--- config.mk ---
export PLATFORM = sky130hd
export DESIGN_NAME = char_lcd_nibble_writer
export DESIGN_NICKNAME = d
export VERILOG_FILES = /design/src/rtl/core/lcdnw_pkg.sv /design/src/rtl/core/lcdnw_seq.sv /design/src/rtl/core/lcdnw_dp.sv /design/src/rtl/core/char_lcd_nibble_writer.sv
export SDC_FILE = /design/constraint.sdc
export NUM_CORES = 1
export LEC_CHECK = 0
export BUFFER_PORTS_ARGS = -buffer_cell sky130_fd_sc_hd__buf_4
export CELL_PAD_IN_SITES_DETAIL_PLACEMENT = 0
export CELL_PAD_IN_SITES_GLOBAL_PLACEMENT = 1
export CORE_MARGIN = 4
export CORE_UTILIZATION = 54
export CTS_CLUSTER_SIZE = 10
export DETAILED_ROUTE_END_ITERATION = 8
export GPL_TIMING_DRIVEN = 1
export PLACE_DENSITY_LB_ADDON = 0.1
export SYNTH_ARGS = -nofsm -noshare
export SYNTH_HDL_FRONTEND = slang
export SYNTH_SLANG_ARGS = --single-unit
--- constraint.sdc ---
create_clock -name clk -period 14.5 [get_ports clk]
set_clock_uncertainty 0.1 [all_clocks]
set_input_delay 0.725 -clock clk [delete_from_list [all_inputs] [get_ports clk]]
set_output_delay 0.725 -clock clk [all_outputs]
set_load 0.05 [all_outputs]
--- src/rtl/core/lcdnw_pkg.sv ---
// ----------------------------------------------------------------------------
// Character LCD nibble writer: shared package
// Transaction types, operation codes and the control word of the sequencer.
// ----------------------------------------------------------------------------
`default_nettype none

package lcdnw_pkg;

	// Operation codes of a request.
	localparam logic [2:0] OP_DATA   = 3'd0;
	localparam logic [2:0] OP_CMD    = 3'd1;
	localparam logic [2:0] OP_CURSOR = 3'd2;
	localparam logic [2:0] OP_NUMBER = 3'd3;
	localparam logic [2:0] OP_GLYPH  = 3'd4;

	// Display lines that select a cursor base address.
	localparam logic [1:0] LINE_ONE = 2'd1;
	localparam logic [1:0] LINE_TWO = 2'd2;

	// Fixed byte values.
	localparam logic [7:0] BASE_LINE1 = 8'h80;
	localparam logic [7:0] BASE_LINE2 = 8'hC0;
	localparam logic [7:0] GLYPH_BASE = 8'h40;
	localparam logic [3:0] ASCII_DIGIT_HI = 4'h3;

	// Digits a 16-bit number can have.
	localparam int DIGIT_SLOTS = 5;

	// Reciprocal of ten: (x * 52429) >> 19 equals x / 10 for any 16-bit x.
	localparam logic [15:0] RECIP_TEN = 16'd52429;
	localparam int RECIP_SHIFT = 19;

	// Extra hold on the last pin state of a byte.
	localparam logic [2:0] TAIL_NONE   = 3'd0;
	localparam logic [2:0] TAIL_CURSOR = 3'd5;
	localparam logic [2:0] TAIL_GLYPH  = 3'd1;

	// Datapath operations.
	localparam logic [1:0] DP_NOP  = 2'd0;
	localparam logic [1:0] DP_LOAD = 2'd1;
	localparam logic [1:0] DP_DIV  = 2'd2;
	localparam logic [1:0] DP_POP  = 2'd3;

	// Hold time selection.
	localparam logic [1:0] HOLD_ZERO = 2'd0;
	localparam logic [1:0] HOLD_ONE  = 2'd1;
	localparam logic [1:0] HOLD_TAIL = 2'd2;

	// Jump conditions.
	localparam logic [2:0] C_NEVER   = 3'd0;
	localparam logic [2:0] C_ALWAYS  = 3'd1;
	localparam logic [2:0] C_NOSTART = 3'd2;
	localparam logic [2:0] C_SKIP    = 3'd3;
	localparam logic [2:0] C_NUM     = 3'd4;
	localparam logic [2:0] C_DIVMORE = 3'd5;
	localparam logic [2:0] C_MORE    = 3'd6;

	localparam int STEP_W = 4;

	typedef struct packed {
		logic [2:0]  operation;
		logic [7:0]  byte_value;
		logic [5:0]  column;
		logic [1:0]  line;
		logic [15:0] number;
		logic [2:0]  slot;
	} lcdnw_req_t;

	typedef struct packed {
		logic       reg_select;
		logic       enable;
		logic [3:0] nibble;
		logic [2:0] hold_ms;
		logic       last;
	} lcdnw_res_t;

	// One control word of the microprogram.
	typedef struct packed {
		logic [1:0]        dp_op;
		logic              emit;
		logic              en;
		logic              lo;
		logic [1:0]        hold_sel;
		logic              fin;
		logic [2:0]        cond;
		logic [STEP_W-1:0] target;
	} lcdnw_uword_t;

	// Status flags from the datapath used by conditional jumps.
	typedef struct packed {
		logic skip;
		logic is_num;
		logic div_more;
		logic more;
	} lcdnw_status_t;

endpackage

`default_nettype wire

--- src/rtl/core/lcdnw_seq.sv ---
// ----------------------------------------------------------------------------
// Character LCD nibble writer: microcode sequencer
// Step counter, control store and jump logic driving the datapath.
// ----------------------------------------------------------------------------
`default_nettype none

module lcdnw_seq
	import lcdnw_pkg::*;
(
	input  wire logic          clk,
	input  wire logic          arst_n,
	input  wire logic          start,
	input  wire lcdnw_status_t status,
	output logic               busy,
	output logic               capture,
	output lcdnw_uword_t       uw
);

	// Step addresses.
	localparam logic [STEP_W-1:0] S_IDLE = 4'd0;
	localparam logic [STEP_W-1:0] S_DISP = 4'd1;
	localparam logic [STEP_W-1:0] S_NUMQ = 4'd2;
	localparam logic [STEP_W-1:0] S_EHI1 = 4'd3;
	localparam logic [STEP_W-1:0] S_EHI0 = 4'd4;
	localparam logic [STEP_W-1:0] S_ELO1 = 4'd5;
	localparam logic [STEP_W-1:0] S_ELO0 = 4'd6;
	localparam logic [STEP_W-1:0] S_DONE = 4'd7;
	localparam logic [STEP_W-1:0] S_DIV  = 4'd8;
	localparam logic [STEP_W-1:0] S_POP  = 4'd9;

	// Control store: one word per step.
	function automatic lcdnw_uword_t ucode_rom(input logic [STEP_W-1:0] a);
		lcdnw_uword_t w;
		w = '0;
		case (a)
			S_IDLE: begin
				w.cond = C_NOSTART; w.target = S_IDLE;
			end
			S_DISP: begin
				w.dp_op = DP_LOAD; w.cond = C_SKIP; w.target = S_IDLE;
			end
			S_NUMQ: begin
				w.cond = C_NUM; w.target = S_DIV;
			end
			S_EHI1: begin
				w.emit = 1'b1; w.en = 1'b1; w.hold_sel = HOLD_ONE;
			end
			S_EHI0: begin
				w.emit = 1'b1; w.hold_sel = HOLD_ZERO;
			end
			S_ELO1: begin
				w.emit = 1'b1; w.en = 1'b1; w.lo = 1'b1; w.hold_sel = HOLD_ONE;
			end
			S_ELO0: begin
				w.emit = 1'b1; w.lo = 1'b1; w.hold_sel = HOLD_TAIL; w.fin = 1'b1;
				w.cond = C_MORE; w.target = S_POP;
			end
			S_DONE: begin
				w.cond = C_ALWAYS; w.target = S_IDLE;
			end
			S_DIV: begin
				w.dp_op = DP_DIV; w.cond = C_DIVMORE; w.target = S_DIV;
			end
			S_POP: begin
				w.dp_op = DP_POP; w.cond = C_ALWAYS; w.target = S_EHI1;
			end
			default: begin
				w.cond = C_ALWAYS; w.target = S_IDLE;
			end
		endcase
		return w;
	endfunction

	logic [STEP_W-1:0] step_q;
	logic              take;

	assign uw      = ucode_rom(step_q);
	assign busy    = (step_q != S_IDLE);
	assign capture = start && !busy;

	// Jump condition selection.
	always_comb begin
		case (uw.cond)
			C_NEVER:   take = 1'b0;
			C_ALWAYS:  take = 1'b1;
			C_NOSTART: take = !start;
			C_SKIP:    take = status.skip;
			C_NUM:     take = status.is_num;
			C_DIVMORE: take = status.div_more;
			C_MORE:    take = status.more;
			default:   take = 1'b0;
		endcase
	end

	// Step counter.
	always_ff @(posedge clk or negedge arst_n) begin
		if (!arst_n) begin
			step_q <= S_IDLE;
		end else if (take) begin
			step_q <= uw.target;
		end else begin
			step_q <= step_q + STEP_W'(1);
		end
	end

endmodule

`default_nettype wire

--- src/rtl/core/lcdnw_dp.sv ---
// ----------------------------------------------------------------------------
// Character LCD nibble writer: datapath
// Request capture, byte formation, digit extraction and pin state output.
// ----------------------------------------------------------------------------
`default_nettype none

module lcdnw_dp
	import lcdnw_pkg::*;
#(
	parameter int DEPTH = 5
) (
	input  wire logic         clk,
	input  wire logic         arst_n,
	input  wire logic         capture,
	input  wire lcdnw_req_t   request,
	input  wire lcdnw_uword_t uw,
	output lcdnw_status_t     status,
	output logic              strobe,
	output lcdnw_res_t        result
);

	localparam int CNT_W = $clog2(DEPTH + 1);
	localparam int IDX_W = (DEPTH > 1) ? $clog2(DEPTH) : 1;

	lcdnw_req_t        req_q;
	logic [7:0]        byte_q;
	logic              rs_q;
	logic [2:0]        tail_q;
	logic [15:0]       val_q;
	logic [CNT_W-1:0]  cnt_q;
	logic [3:0]        dig_q [DEPTH];
	logic              strobe_q;
	lcdnw_res_t        result_q;

	logic [31:0]       prod;
	logic [15:0]       quot;
	logic [15:0]       rem_full;
	logic [CNT_W-1:0]  cnt_dec;
	logic [7:0]        cursor_byte;
	logic [2:0]        hold;

	// Division by ten through the reciprocal, remainder by shift-and-add.
	assign prod     = {16'd0, val_q} * {16'd0, RECIP_TEN};
	assign quot     = {3'd0, prod[31:RECIP_SHIFT]};
	assign rem_full = val_q - {quot[12:0], 3'b000} - {quot[14:0], 1'b0};
	assign cnt_dec  = cnt_q - CNT_W'(1);

	// Cursor address from the line base.
	assign cursor_byte = ((req_q.line == LINE_TWO) ? BASE_LINE2 : BASE_LINE1)
		+ {2'b00, req_q.column};

	// Status for conditional jumps.
	assign status.skip = (req_q.operation > OP_GLYPH)
		|| ((req_q.operation == OP_CURSOR)
			&& (req_q.line != LINE_ONE) && (req_q.line != LINE_TWO));
	assign status.is_num   = (req_q.operation == OP_NUMBER);
	assign status.div_more = (quot != 16'd0) && (cnt_q < CNT_W'(DEPTH - 1));
	assign status.more     = (cnt_q != '0);

	// Request capture.
	always_ff @(posedge clk) begin
		if (capture) begin
			req_q <= request;
		end
	end

	// Byte, digit and counter registers.
	always_ff @(posedge clk or negedge arst_n) begin
		if (!arst_n) begin
			cnt_q <= '0;
		end else begin
			case (uw.dp_op)
				DP_LOAD: begin
					cnt_q <= '0;
				end
				DP_DIV: begin
					cnt_q <= cnt_q + CNT_W'(1);
				end
				DP_POP: begin
					cnt_q <= cnt_dec;
				end
				default: begin
				end
			endcase
		end
	end

	always_ff @(posedge clk) begin
		case (uw.dp_op)
			DP_LOAD: begin
				val_q  <= req_q.number;
				rs_q   <= 1'b0;
				tail_q <= TAIL_NONE;
				byte_q <= req_q.byte_value;
				case (req_q.operation)
					OP_DATA: begin
						rs_q <= 1'b1;
					end
					OP_CURSOR: begin
						byte_q <= cursor_byte;
						tail_q <= TAIL_CURSOR;
					end
					OP_GLYPH: begin
						byte_q <= GLYPH_BASE + {2'b00, req_q.slot, 3'b000};
						tail_q <= TAIL_GLYPH;
					end
					default: begin
					end
				endcase
			end
			DP_DIV: begin
				dig_q[cnt_q[IDX_W-1:0]] <= rem_full[3:0];
				val_q <= quot;
			end
			DP_POP: begin
				byte_q <= {ASCII_DIGIT_HI, dig_q[cnt_dec[IDX_W-1:0]]};
				rs_q   <= 1'b1;
				tail_q <= TAIL_NONE;
			end
			default: begin
			end
		endcase
	end

	// Hold time of the current pin state.
	always_comb begin
		case (uw.hold_sel)
			HOLD_ZERO: hold = 3'd0;
			HOLD_ONE:  hold = 3'd1;
			HOLD_TAIL: hold = 3'd2 + tail_q;
			default:   hold = 3'd0;
		endcase
	end

	// Output register: one pin state per transaction.
	always_ff @(posedge clk or negedge arst_n) begin
		if (!arst_n) begin
			strobe_q <= 1'b0;
		end else begin
			strobe_q <= uw.emit;
		end
	end

	always_ff @(posedge clk) begin
		result_q.reg_select <= rs_q;
		result_q.enable     <= uw.en;
		result_q.nibble     <= uw.lo ? byte_q[3:0] : byte_q[7:4];
		result_q.hold_ms    <= hold;
		result_q.last       <= uw.fin && (cnt_q == '0);
	end

	assign strobe = strobe_q;
	assign result = result_q;

endmodule

`default_nettype wire

--- src/rtl/core/char_lcd_nibble_writer.sv ---
// ----------------------------------------------------------------------------
// Character LCD nibble writer
// Turns write requests into timed pin states for a 4-bit character LCD.
// ----------------------------------------------------------------------------
// A request is taken when start is high and busy is low, and busy stays high
// until the block can take the next one. Each pin state appears on result for
// one cycle with strobe high; the receiver must take it then. The control
// sequencer steps through one control word per clock. A data, command, cursor
// or glyph request sends one byte, a request that sends nothing goes back to
// idle, and a number is sent as its printed digits: one division-by-ten step
// per digit, then five steps per digit to send it. The four strobes for one
// byte come on consecutive cycles. MAX_DIGITS limits how many low digits of a
// number are printed.
// ----------------------------------------------------------------------------
`default_nettype none

module char_lcd_nibble_writer
	import lcdnw_pkg::*;
#(
	parameter int MAX_DIGITS = 5
) (
	input  wire logic       clk,
	input  wire logic       arst_n,
	input  wire logic       start,
	output logic            busy,
	input  wire lcdnw_req_t request,
	output logic            strobe,
	output lcdnw_res_t      result
);

	localparam int DEPTH = (MAX_DIGITS < DIGIT_SLOTS) ? MAX_DIGITS : DIGIT_SLOTS;

	lcdnw_uword_t  uw;
	lcdnw_status_t status;
	logic          capture;

	// Sequencer.
	lcdnw_seq u_seq (
		.clk     (clk),
		.arst_n  (arst_n),
		.start   (start),
		.status  (status),
		.busy    (busy),
		.capture (capture),
		.uw      (uw)
	);

	// Datapath.
	lcdnw_dp #(
		.DEPTH (DEPTH)
	) u_dp (
		.clk     (clk),
		.arst_n  (arst_n),
		.capture (capture),
		.request (request),
		.uw      (uw),
		.status  (status),
		.strobe  (strobe),
		.result  (result)
	);

`ifndef SYNTHESIS
	// A request that is taken makes the block busy.
	a_take_busy: assert property (@(posedge clk) disable iff (!arst_n)
		start && !busy |=> busy)
		else $error("block not busy after taking a request");

	// Every enable pulse is followed by its falling pin state.
	a_en_fall: assert property (@(posedge clk) disable iff (!arst_n)
		strobe && result.enable |=> strobe && !result.enable)
		else $error("enable high pin state not followed by low one");

	// The final pin state of a request has enable low.
	a_last_low: assert property (@(posedge clk) disable iff (!arst_n)
		strobe && result.last |-> !result.enable)
		else $error("final pin state with enable high");

	// Nothing is emitted right after the final pin state.
	a_last_gap: assert property (@(posedge clk) disable iff (!arst_n)
		strobe && result.last |=> !strobe)
		else $error("pin state emitted after final one");
`endif

endmodule

`default_nettype wire
==> flow_metrics.tcl, run 1 <==
set metrics [dict create \
    core_sq_um 16760 \
    hold_violations 0 \
    final_max_slew_viol_count 0 \
    hold_path_class "in -> async" \
    area.growth.synth_to_final_pct 9.679 \
    drc 0 \
    die_area_sq_um 19500 \
    yosysTopAreaCell "edfxtp_1" \
    final.setup.tns_ns 0 \
    multi_input_area_sq_um 5658 \
    synth-edff-count 85 \
    fin_util_pct 61.25 \
    antenna_cells 0 \
    rows 47 \
    critPathKind "reg -> reg" \
    fill_cells 1425 \
    syn_inst 849 \
    fmax_ghz 0.1450 \
    cts_resized 0 \
    startpoint_type "flop" \
    firstDrtPassIters 6 \
    finalCritPeriodShare_pct 47.56 \
    worstMarginPinSlew_ns 1.296 \
    grt_overflow 0 \
    wl_per_cell_um 20.36 \
    synthTopCellsByCount "inv_1, ha_1, edfxtp_1, fa_1, nand2_1" \
    seq_area_frac_synth_pct 31.55 \
    crit_arrival_ns 7.04 \
    cts_buffer_depth 2 \
    cp.required_ns 14.64 \
    clkSlewWorstSetupHoldPaths_ns 0.09 \
    grt_pass1_wl_mm 36.92 \
    num-nets-final 1166 \
    synth.most_common_cell "inv_1" \
    finalSetupViolCount 0 \
    start_util_pct 55.84 \
    grtUsageTotal_pct 24.50 \
    status "complete, no violations" \
    detail-route-antenna-nets 0 \
    numCtsBuffers 9 \
    synth_mux_area_share_pct 3.917 \
    syn-cell-area_sq_um 9359 \
    syn_area_per_cell_sq_um 11.02 \
    insertion_delay_ns 0.36 \
    gp_congestion 0.9248 \
    dr_total_vias 6423 \
    die_y_um 139.7 \
    cp_max_fo 6 \
    slowest_delay_ns 0.57 \
    clockRootBuffer "clkbuf_16" \
    synth_ff_type "edfxtp_1" \
    path_buf_inv 4 \
    cap_viol_max_count 0 \
    viasPerCell 5.714 \
    synth_fa_ha_area_share_pct 36.63 \
    yosys.area_share.xor_xnor_pct 2.059 \
    synth_cell_types 69 \
    tritoncts "built" \
    antenna_found_initial 1 \
    rsz0062_at_grt "no" \
    syn_nets 1116 \
    crit_chain "ha_1, inv_1, fa_1, inv_1, fa_1, fa_1, fa_1, inv_1, fa_1, inv_1, ha_1, nand3_2, nor4_4, o2111ai_1, o311ai_1, a21oi_1, a211oi_1, o2111ai_1, o41ai_4, mux2_4" \
    drive_gt1_share_pct 11.84 \
    die_w_um 139.7 \
    netlist.area_leader.share_pct 27.27 \
    synth_compound_area_share_pct 9.960 \
    cp_slowest_cell "edfxtp_1" \
    post_cts_buffers 0 \
    relSlewSlack_pct 12.52 \
    cp_common_cell "fa_1" \
    synth_seq_cells 103 \
    layout_min_cycle_time_ns 6.896 \
    synth_area_leaders "edfxtp_1, ha_1, fa_1, inv_1, dfrtp_1" \
    clock_sinks 103 \
    crit_family "adder cells" \
    htree_num_levels 3 \
    async_flop_share_pct 7.767 \
    cts_hold_buf 0 \
    yosysWarnings 0 \
    port_buffers 52 \
    grt_max_degree 39 \
    io_pins 53 \
    drt-initial-drc-count 500 \
    synth_simple_gate_area_share_pct 7.807 \
    seq_area_sq_um 2953 \
    endpoint_kind "flop" \
    synth_top_family_by_area "adder cells" \
    finalWirelength_mm 22.88 \
    grt_pass1_vias 6682 \
    dp_hpwl_mm 19.24 \
]
## layout by cell type (no fill, tap or decap), types with 3 or more instances in the layout
master,instances
ha_1,146
nor2_1,31
o21ai_0,25
buf_4,54
a211o_1,3
nand4_1,6
mux2_2,17
nor3_1,10
inv_1,184
xnor2_1,11
edfxtp_1,85
a211oi_1,9
nand3_1,6
fa_1,80
and2_1,7
nor2b_1,6
a221oi_1,6
or2_2,4
mux4_2,4
mux2i_1,7
o2111ai_1,3
dfrtp_1,8
a31oi_1,5
clkbuf_16,9
a311oi_1,3
xor2_1,11
and3_1,7
o21ai_1,8
nand2_1,35
nand2b_1,5
a21oi_1,26
a21o_1,10
o211ai_1,5
o21a_1,3
dfxtp_1,10
## flip-flops by register name, summed over array words and instances, names as in the netlist
| name | flops |
|---|---|
| u_dp.byte_q | 8 |
| u_dp.cnt_q | 3 |
| u_dp.dig_q | 20 |
| u_dp.req_q | 38 |
| u_dp.result | 10 |
| u_dp.rs_q | 1 |
| u_dp.strobe | 1 |
| u_dp.tail_q | 2 |
| u_dp.val_q | 16 |
| u_seq.step_q | 4 |
## cells by family (layout without fill, tap and decap cells)
group | Yosys count | after routing
buf+inv | 199 | 254
mux | 29 | 29
xor+xnor | 22 | 22
simple gates | 137 | 137
flops | 103 | 103
compound gates | 133 | 133
fa+ha+maj | 226 | 226
## path summary, 6_finish.rpt
kind | slack (ns) | start | endpoint | depth (start not counted)
max | 7.60 | u_dp.val_q[3] | u_seq.step_q[1] | 20
min reg2reg | 0.25 | u_dp.rs_q | u_dp.result[9] | 0
max in group asynchronous | 14.08 | arst_n | u_dp.cnt_q[2] | 1
max reg2reg | 7.60 | u_dp.val_q[3] | u_seq.step_q[1] | 20
min in group clk | 0.25 | u_dp.rs_q | u_dp.result[9] | 0
min | 0.08 | arst_n | u_dp.cnt_q[0] | 1
## per-stage QoR
step                      area (sq um)  hold slack, ns  setup slack (ns)  std cells
after floorplan                   9359          0.2233             8.283        849
after global placement            9982          0.2244             7.785       1108
after detailed placement          9982          0.2319             7.722       1108
after CTS                        10260         0.06421             7.644       1124
after global routing             10260         0.07118             7.330       1124
final                            10260         0.07889             7.604       1124
## final cells by class
cell class	instances	area share, %
Clock inverter	6	0.5241
Timing Repair Buffer	54	3.949
Inverter	184	6.728
Tap cell	220	2.682
Sequential cell	103	28.77
Multi-Input combinational cell	547	55.12
Clock buffer	10	2.231
## metal layers
layer	global-route usage [%]	vias up	routed length [um]
met5	0	-	13
met2	36.90	208	10110
met1	37.12	3167	10980
li1	-	3009	-
met3	3.328	37	1208
met4	7.292	2	576
## worst register-to-register path, cell delays in order (launching register included)
cell and delay, ns:
edfxtp_1 0.57, ha_1 0.42, inv_1 0.08, fa_1 0.54
inv_1 0.06, fa_1 0.51, fa_1 0.52, fa_1 0.54
inv_1 0.05, fa_1 0.53, inv_1 0.05, ha_1 0.37
nand3_2 0.16, nor4_4 0.34, o2111ai_1 0.21, o311ai_1 0.36
a21oi_1 0.12, a211oi_1 0.28, o2111ai_1 0.22, o41ai_4 0.42
mux2_4 0.34
Power of run 1 is not shown: default switching activity piles up to over one toggle a cycle in this logic, so the estimate is an artifact.
==> run 2: changes to the inputs <==
- CORE_UTILIZATION: 54 -> 46
- clock period: 14.5 -> 5.8 ns (I/O delays scaled with it)
==> run 2 against run 1 <==
  * The run now ends with setup timing left
  * Critical endpoint unchanged
  * Maximum frequency increased by 8.7%
  * Setup slack lost 8.1 ns
  * Utilization up 2.6 points
  * Final cell count is 22% higher
  * Global-route usage is 0.14 points lower
  * Design area up 23%
  * Count of clock-buffer cells in the layout decreased by 1
  * Highest routed layer is now met4
  * Critical path depth is 1 higher
  * Non-clock buffer count grew 197
  * Hold slack got worse by 0.072 ns
  * Critical path type unchanged
==> flow_metrics.tcl, run 2 (synthesized netlist as in run 1, its figures left out) <==
set metrics [dict create \
    status "complete, but fails checks" \
    violations "setup timing" \
    rows 51 \
    finalSetupViolCount 20 \
    final_max_slew_viol_count 0 \
    die_w_um 150.6 \
    fill_cells 1594 \
    numCtsBuffers 9 \
    drive_gt1_share_pct 32.06 \
    firstDrtPassIters 4 \
    layout_common_cells "buf_4, inv_1, ha_1" \
    clockRootBuffer "clkbuf_16" \
    fin_util_pct 63.83 \
    antenna_found_initial 0 \
    grt_pass1_vias 7719 \
    startpoint_type "flop" \
    relSlewSlack_pct 19.62 \
    worst_slack_ns -0.5433 \
    cp.required_ns 5.94 \
    dr_total_vias 7146 \
    crit_arrival_ns 6.49 \
    rsz0062_at_grt "yes" \
    regMostFlops "u_dp.req_q" \
    endpoint_kind "flop" \
    drc 0 \
    num-nets-final 1363 \
    largest_register_ff_count 38 \
    start_util_pct 47.46 \
    die_y_um 150.6 \
    dp_hpwl_mm 21.31 \
    critPathKind "reg -> reg" \
    insertion_delay_ns 0.36 \
    cts_buffer_depth 2 \
    hold_path_class "in -> reg" \
    layout_min_cycle_time_ns 6.343 \
    area.growth.synth_to_final_pct 34.48 \
    clock_sinks 103 \
    htree_num_levels 3 \
    die_area_sq_um 22690 \
    finalWirelength_mm 25.89 \
    wl_per_cell_um 18.95 \
    hold_violations 0 \
    cp_max_fo 5 \
    antenna_cells 0 \
    finalCritPeriodShare_pct 109.4 \
    fmax_ghz 0.1576 \
    tritoncts "built" \
    worstMarginPinSlew_ns 1.191 \
    cap_viol_max_count 0 \
    rrSetupSlack_ns -0.54 \
    io_pins 53 \
    clkSlewWorstSetupHoldPaths_ns 0.08 \
    detail-route-antenna-nets 0 \
    grt_max_degree 39 \
    grt_pass1_wl_mm 41.89 \
    grt_overflow 0 \
    core_sq_um 19720 \
    port_buffers 52 \
    gp_congestion 0.9783 \
    drt-initial-drc-count 387 \
    grtUsageTotal_pct 24.36 \
    viasPerCell 5.231 \
    final_common_cell "buf_4" \
]
==> run 2: worst max-delay path, cell delays in order, from the launching register on <==
cell	delay, ns
edfxtp_1	0.46
buf_6	0.16
ha_4	0.28
inv_4	0.05
fa_1	0.48
inv_1	0.05
fa_1	0.46
fa_1	0.50
fa_1	0.50
inv_1	0.05
fa_1	0.49
inv_2	0.05
ha_4	0.24
a211o_1	0.29
a211o_1	0.33
o22a_4	0.25
nor3_4	0.19
o211ai_1	0.16
nor4_2	0.22
o2111ai_2	0.19
o41ai_4	0.39
mux2_4	0.33
==> run 2: repair_timing <==
action,in CTS,in global routing
buffers inserted,13,8
setup endpoints to repair,28,29
pin swaps,19,25
gates resized for setup,51,47
hold buffers,35,0
hold endpoints to repair,42,0
cloned,0,0
==> run 2: final timing paths <==
kind | endpoint | from | depth (start not counted)
hold / removal | u_dp.req_q[15] | request[15] | 1
setup / recovery | u_seq.step_q[1] | u_dp.val_q[6] | 21
setup reg to reg | u_seq.step_q[1] | u_dp.val_q[6] | 21
min in group asynchronous | u_dp.strobe | arst_n | 2
hold reg to reg | u_dp.result[9] | u_dp.rs_q | 0
max in group asynchronous | u_seq.step_q[1] | arst_n | 2
==> run 2: stage by stage <==
step | worst slack, ns | setup TNS, ns | hold slack (ns) | area (sq um) | cells
floorplan | -0.1164 | -0.1164 | -0.1056 | 9497 | 849
global placement | -0.7414 | -9.578 | 0.01804 | 11240 | 1295
detailed placement | -0.7971 | -10.75 | 0.02330 | 11240 | 1295
CTS | -0.5182 | -5.602 | 0.0002830 | 12270 | 1358
global route | -0.7561 | -8.648 | 0.0007279 | 12590 | 1366
finish | -0.5433 | -5.132 | 0.007358 | 12590 | 1366
==> run 2: routing by layer <==
metal / global-route usage [%] / wire length [um]
met1: 35.48 / 12370
met2: 38.82 / 12070
met3: 3.371 / 964
met4: 5.757 / 487
met5: 0 / 0
==> run 2: layout make-up <==
| class | count | area (sq um) | area share (%) |
|---|---|---|---|
| clock inverters | 7 | 96.34 | 0.7655 |
| multi-input cells | 547 | 6285 | 49.94 |
| repair buffers | 251 | 2002 | 15.91 |
| well taps | 265 | 331.6 | 2.634 |
| inverters | 184 | 693.2 | 5.508 |
| flip-flops and latches | 103 | 2953 | 23.46 |
| clock buffers | 9 | 225.2 | 1.789 |
Power of run 2 is left out for the same reason.
==> run 3: changes to the inputs <==
- GPL_ROUTABILITY_DRIVEN: unset -> 1
- SETUP_SLACK_MARGIN: unset -> 0.02
==> run 3 against run 2 <==
  * The run still ends with setup timing left
  * Via count unchanged
  * Count of clock-buffer cells in the layout unchanged
  * Flip-flop and latch count unchanged
  * Hold slack worse by 0.0020 ns
==> flow_metrics.tcl, run 3 (synthesized netlist as in run 1, its figures left out) <==
set metrics [dict create \
    die_y_um 150.6 \
    clockRootBuffer "clkbuf_16" \
    fin_util_pct 63.84 \
    port_buffers 52 \
    final_max_slew_viol_count 0 \
    htree_num_levels 3 \
    drt-initial-drc-count 443 \
    status "complete, but fails checks" \
    endpoint_kind "flop" \
    drc 0 \
    cp_common_cell "fa_1" \
    startpoint_type "flop" \
    finalCritPeriodShare_pct 109.3 \
    cp_slowest_cell "fa_1" \
    grt_pass1_wl_mm 41.89 \
    slowest_delay_ns 0.50 \
    grtUsageTotal_pct 24.36 \
    fill_cells 1595 \
    grt_pass1_vias 7719 \
    crit_arrival_ns 6.49 \
    grt_overflow 0 \
    clkSlewWorstSetupHoldPaths_ns 0.08 \
    critPathKind "reg -> reg" \
    drive_gt1_share_pct 32.15 \
    start_util_pct 47.46 \
    tritoncts "built" \
    finalSetupViolCount 20 \
    hold_path_class "in -> reg" \
    regMostFlops "u_dp.req_q" \
    die_area_sq_um 22690 \
    numCtsBuffers 9 \
    detail-route-antenna-nets 0 \
    crit_chain "buf_6, ha_4, inv_4, fa_1, inv_1, fa_1, fa_1, fa_1, inv_1, fa_1, inv_2, ha_4, a211o_1, a211o_1, o22a_4, nor3_4, o211ai_1, nor4_2, o2111ai_2, o41ai_4, mux2_4" \
    antenna_cells 0 \
    multi_input_area_sq_um 6287 \
    grt_max_degree 39 \
    insertion_delay_ns 0.37 \
    viasPerCell 5.231 \
    clock_sinks 103 \
    rsz0062_at_grt "yes" \
    seq_area_sq_um 2953 \
    path_buf_inv 5 \
    violations "setup timing" \
    core_sq_um 19720 \
    layout_common_cells "buf_4, inv_1, ha_1" \
    antenna_found_initial 0 \
    dp_hpwl_mm 21.31 \
    cap_viol_max_count 0 \
    firstDrtPassIters 4 \
    area.growth.synth_to_final_pct 34.51 \
    cp.required_ns 5.95 \
    gp_congestion 0.9783 \
    cp_max_fo 5 \
    final_common_cell "buf_4" \
    relSlewSlack_pct 21.93 \
    io_pins 53 \
    fmax_ghz 0.1577 \
    worstMarginPinSlew_ns 1.171 \
    largest_register_ff_count 38 \
    layout_min_cycle_time_ns 6.340 \
    rows 51 \
    die_w_um 150.6 \
    worst_slack_ns -0.5395 \
    hold_violations 0 \
    finalWirelength_mm 25.92 \
    dr_total_vias 7146 \
    wl_per_cell_um 18.97 \
    num-nets-final 1363 \
    cts_buffer_depth 2 \
    crit_family "adder cells" \
]
==> run 3: cell counts in the layout (fill, tap and decap cells not counted) <==
No cell type changed its count.
==> run 3: area by class of cell <==
cell class                 count  share of cell area [%]
clock buffer                   9                   1.789
clock inverter                 7                  0.7653
inverter                     184                   5.506
multi-input combinational    547                   49.95
sequential                   103                   23.46
tap                          265                   2.634
timing repair buffer         251                   15.90
==> run 3: worst register-to-register path: cells and delay by family (launching register included) <==
| kind | cells | cell delay [ns] |
|---|---|---|
| compound gates | 6 | 1.62 |
| flops | 1 | 0.46 |
| mux | 1 | 0.33 |
| fa+ha+maj | 7 | 2.95 |
| simple gates | 2 | 0.42 |
| buf+inv | 5 | 0.36 |
==> run 3: metrics by stage <==
| step | setup WS, ns | cells | area [sq um] | TNS, ns | hold slack (ns) |
|---|---|---|---|---|---|
| 2_1_floorplan | -0.1164 | 849 | 9497 | -0.1164 | -0.1056 |
| 4_1_cts | -0.5182 | 1358 | 12270 | -5.602 | 0.0002830 |
| 5_1_grt | -0.7561 | 1366 | 12590 | -8.648 | 0.0007279 |
| 6_report | -0.5395 | 1366 | 12590 | -4.812 | 0.005351 |
| 3_5_place_dp | -0.7971 | 1295 | 11240 | -10.75 | 0.02330 |
| 3_3_place_gp | -0.7414 | 1295 | 11240 | -9.578 | 0.01804 |
==> run 3: layer usage <==
metal	global-route usage (%)	wire length, um	vias up
met5	0	0	-
met4	5.757	493	0
met3	3.371	972	29
met2	38.82	12070	138
met1	35.48	12380	3578
li1	-	-	3401
==> run 3: what timing repair did <==
action | in CTS | in global routing
hold buffers | 35 | 0
endpoints found under the setup margin | 28 | 30
buffers inserted | 13 | 8
hold endpoints to repair | 42 | 0
gates resized for setup | 51 | 48
pin swaps | 19 | 25
==> run 3: final timing paths <==
check,start,to,slack [ns],depth (start not counted)
worst min register to register,u_dp.rs_q,u_dp.result[9],0.26,0
worst max register to register,u_dp.val_q[6],u_seq.step_q[1],-0.54,21
worst min-delay path,request[26],u_dp.req_q[26],0.005,1
max in group asynchronous,arst_n,u_seq.step_q[1],5.25,2
min in group asynchronous,arst_n,u_dp.strobe,0.21,2
worst max-delay path,u_dp.val_q[6],u_seq.step_q[1],-0.54,21
Power of run 3 is left out for the same reason.
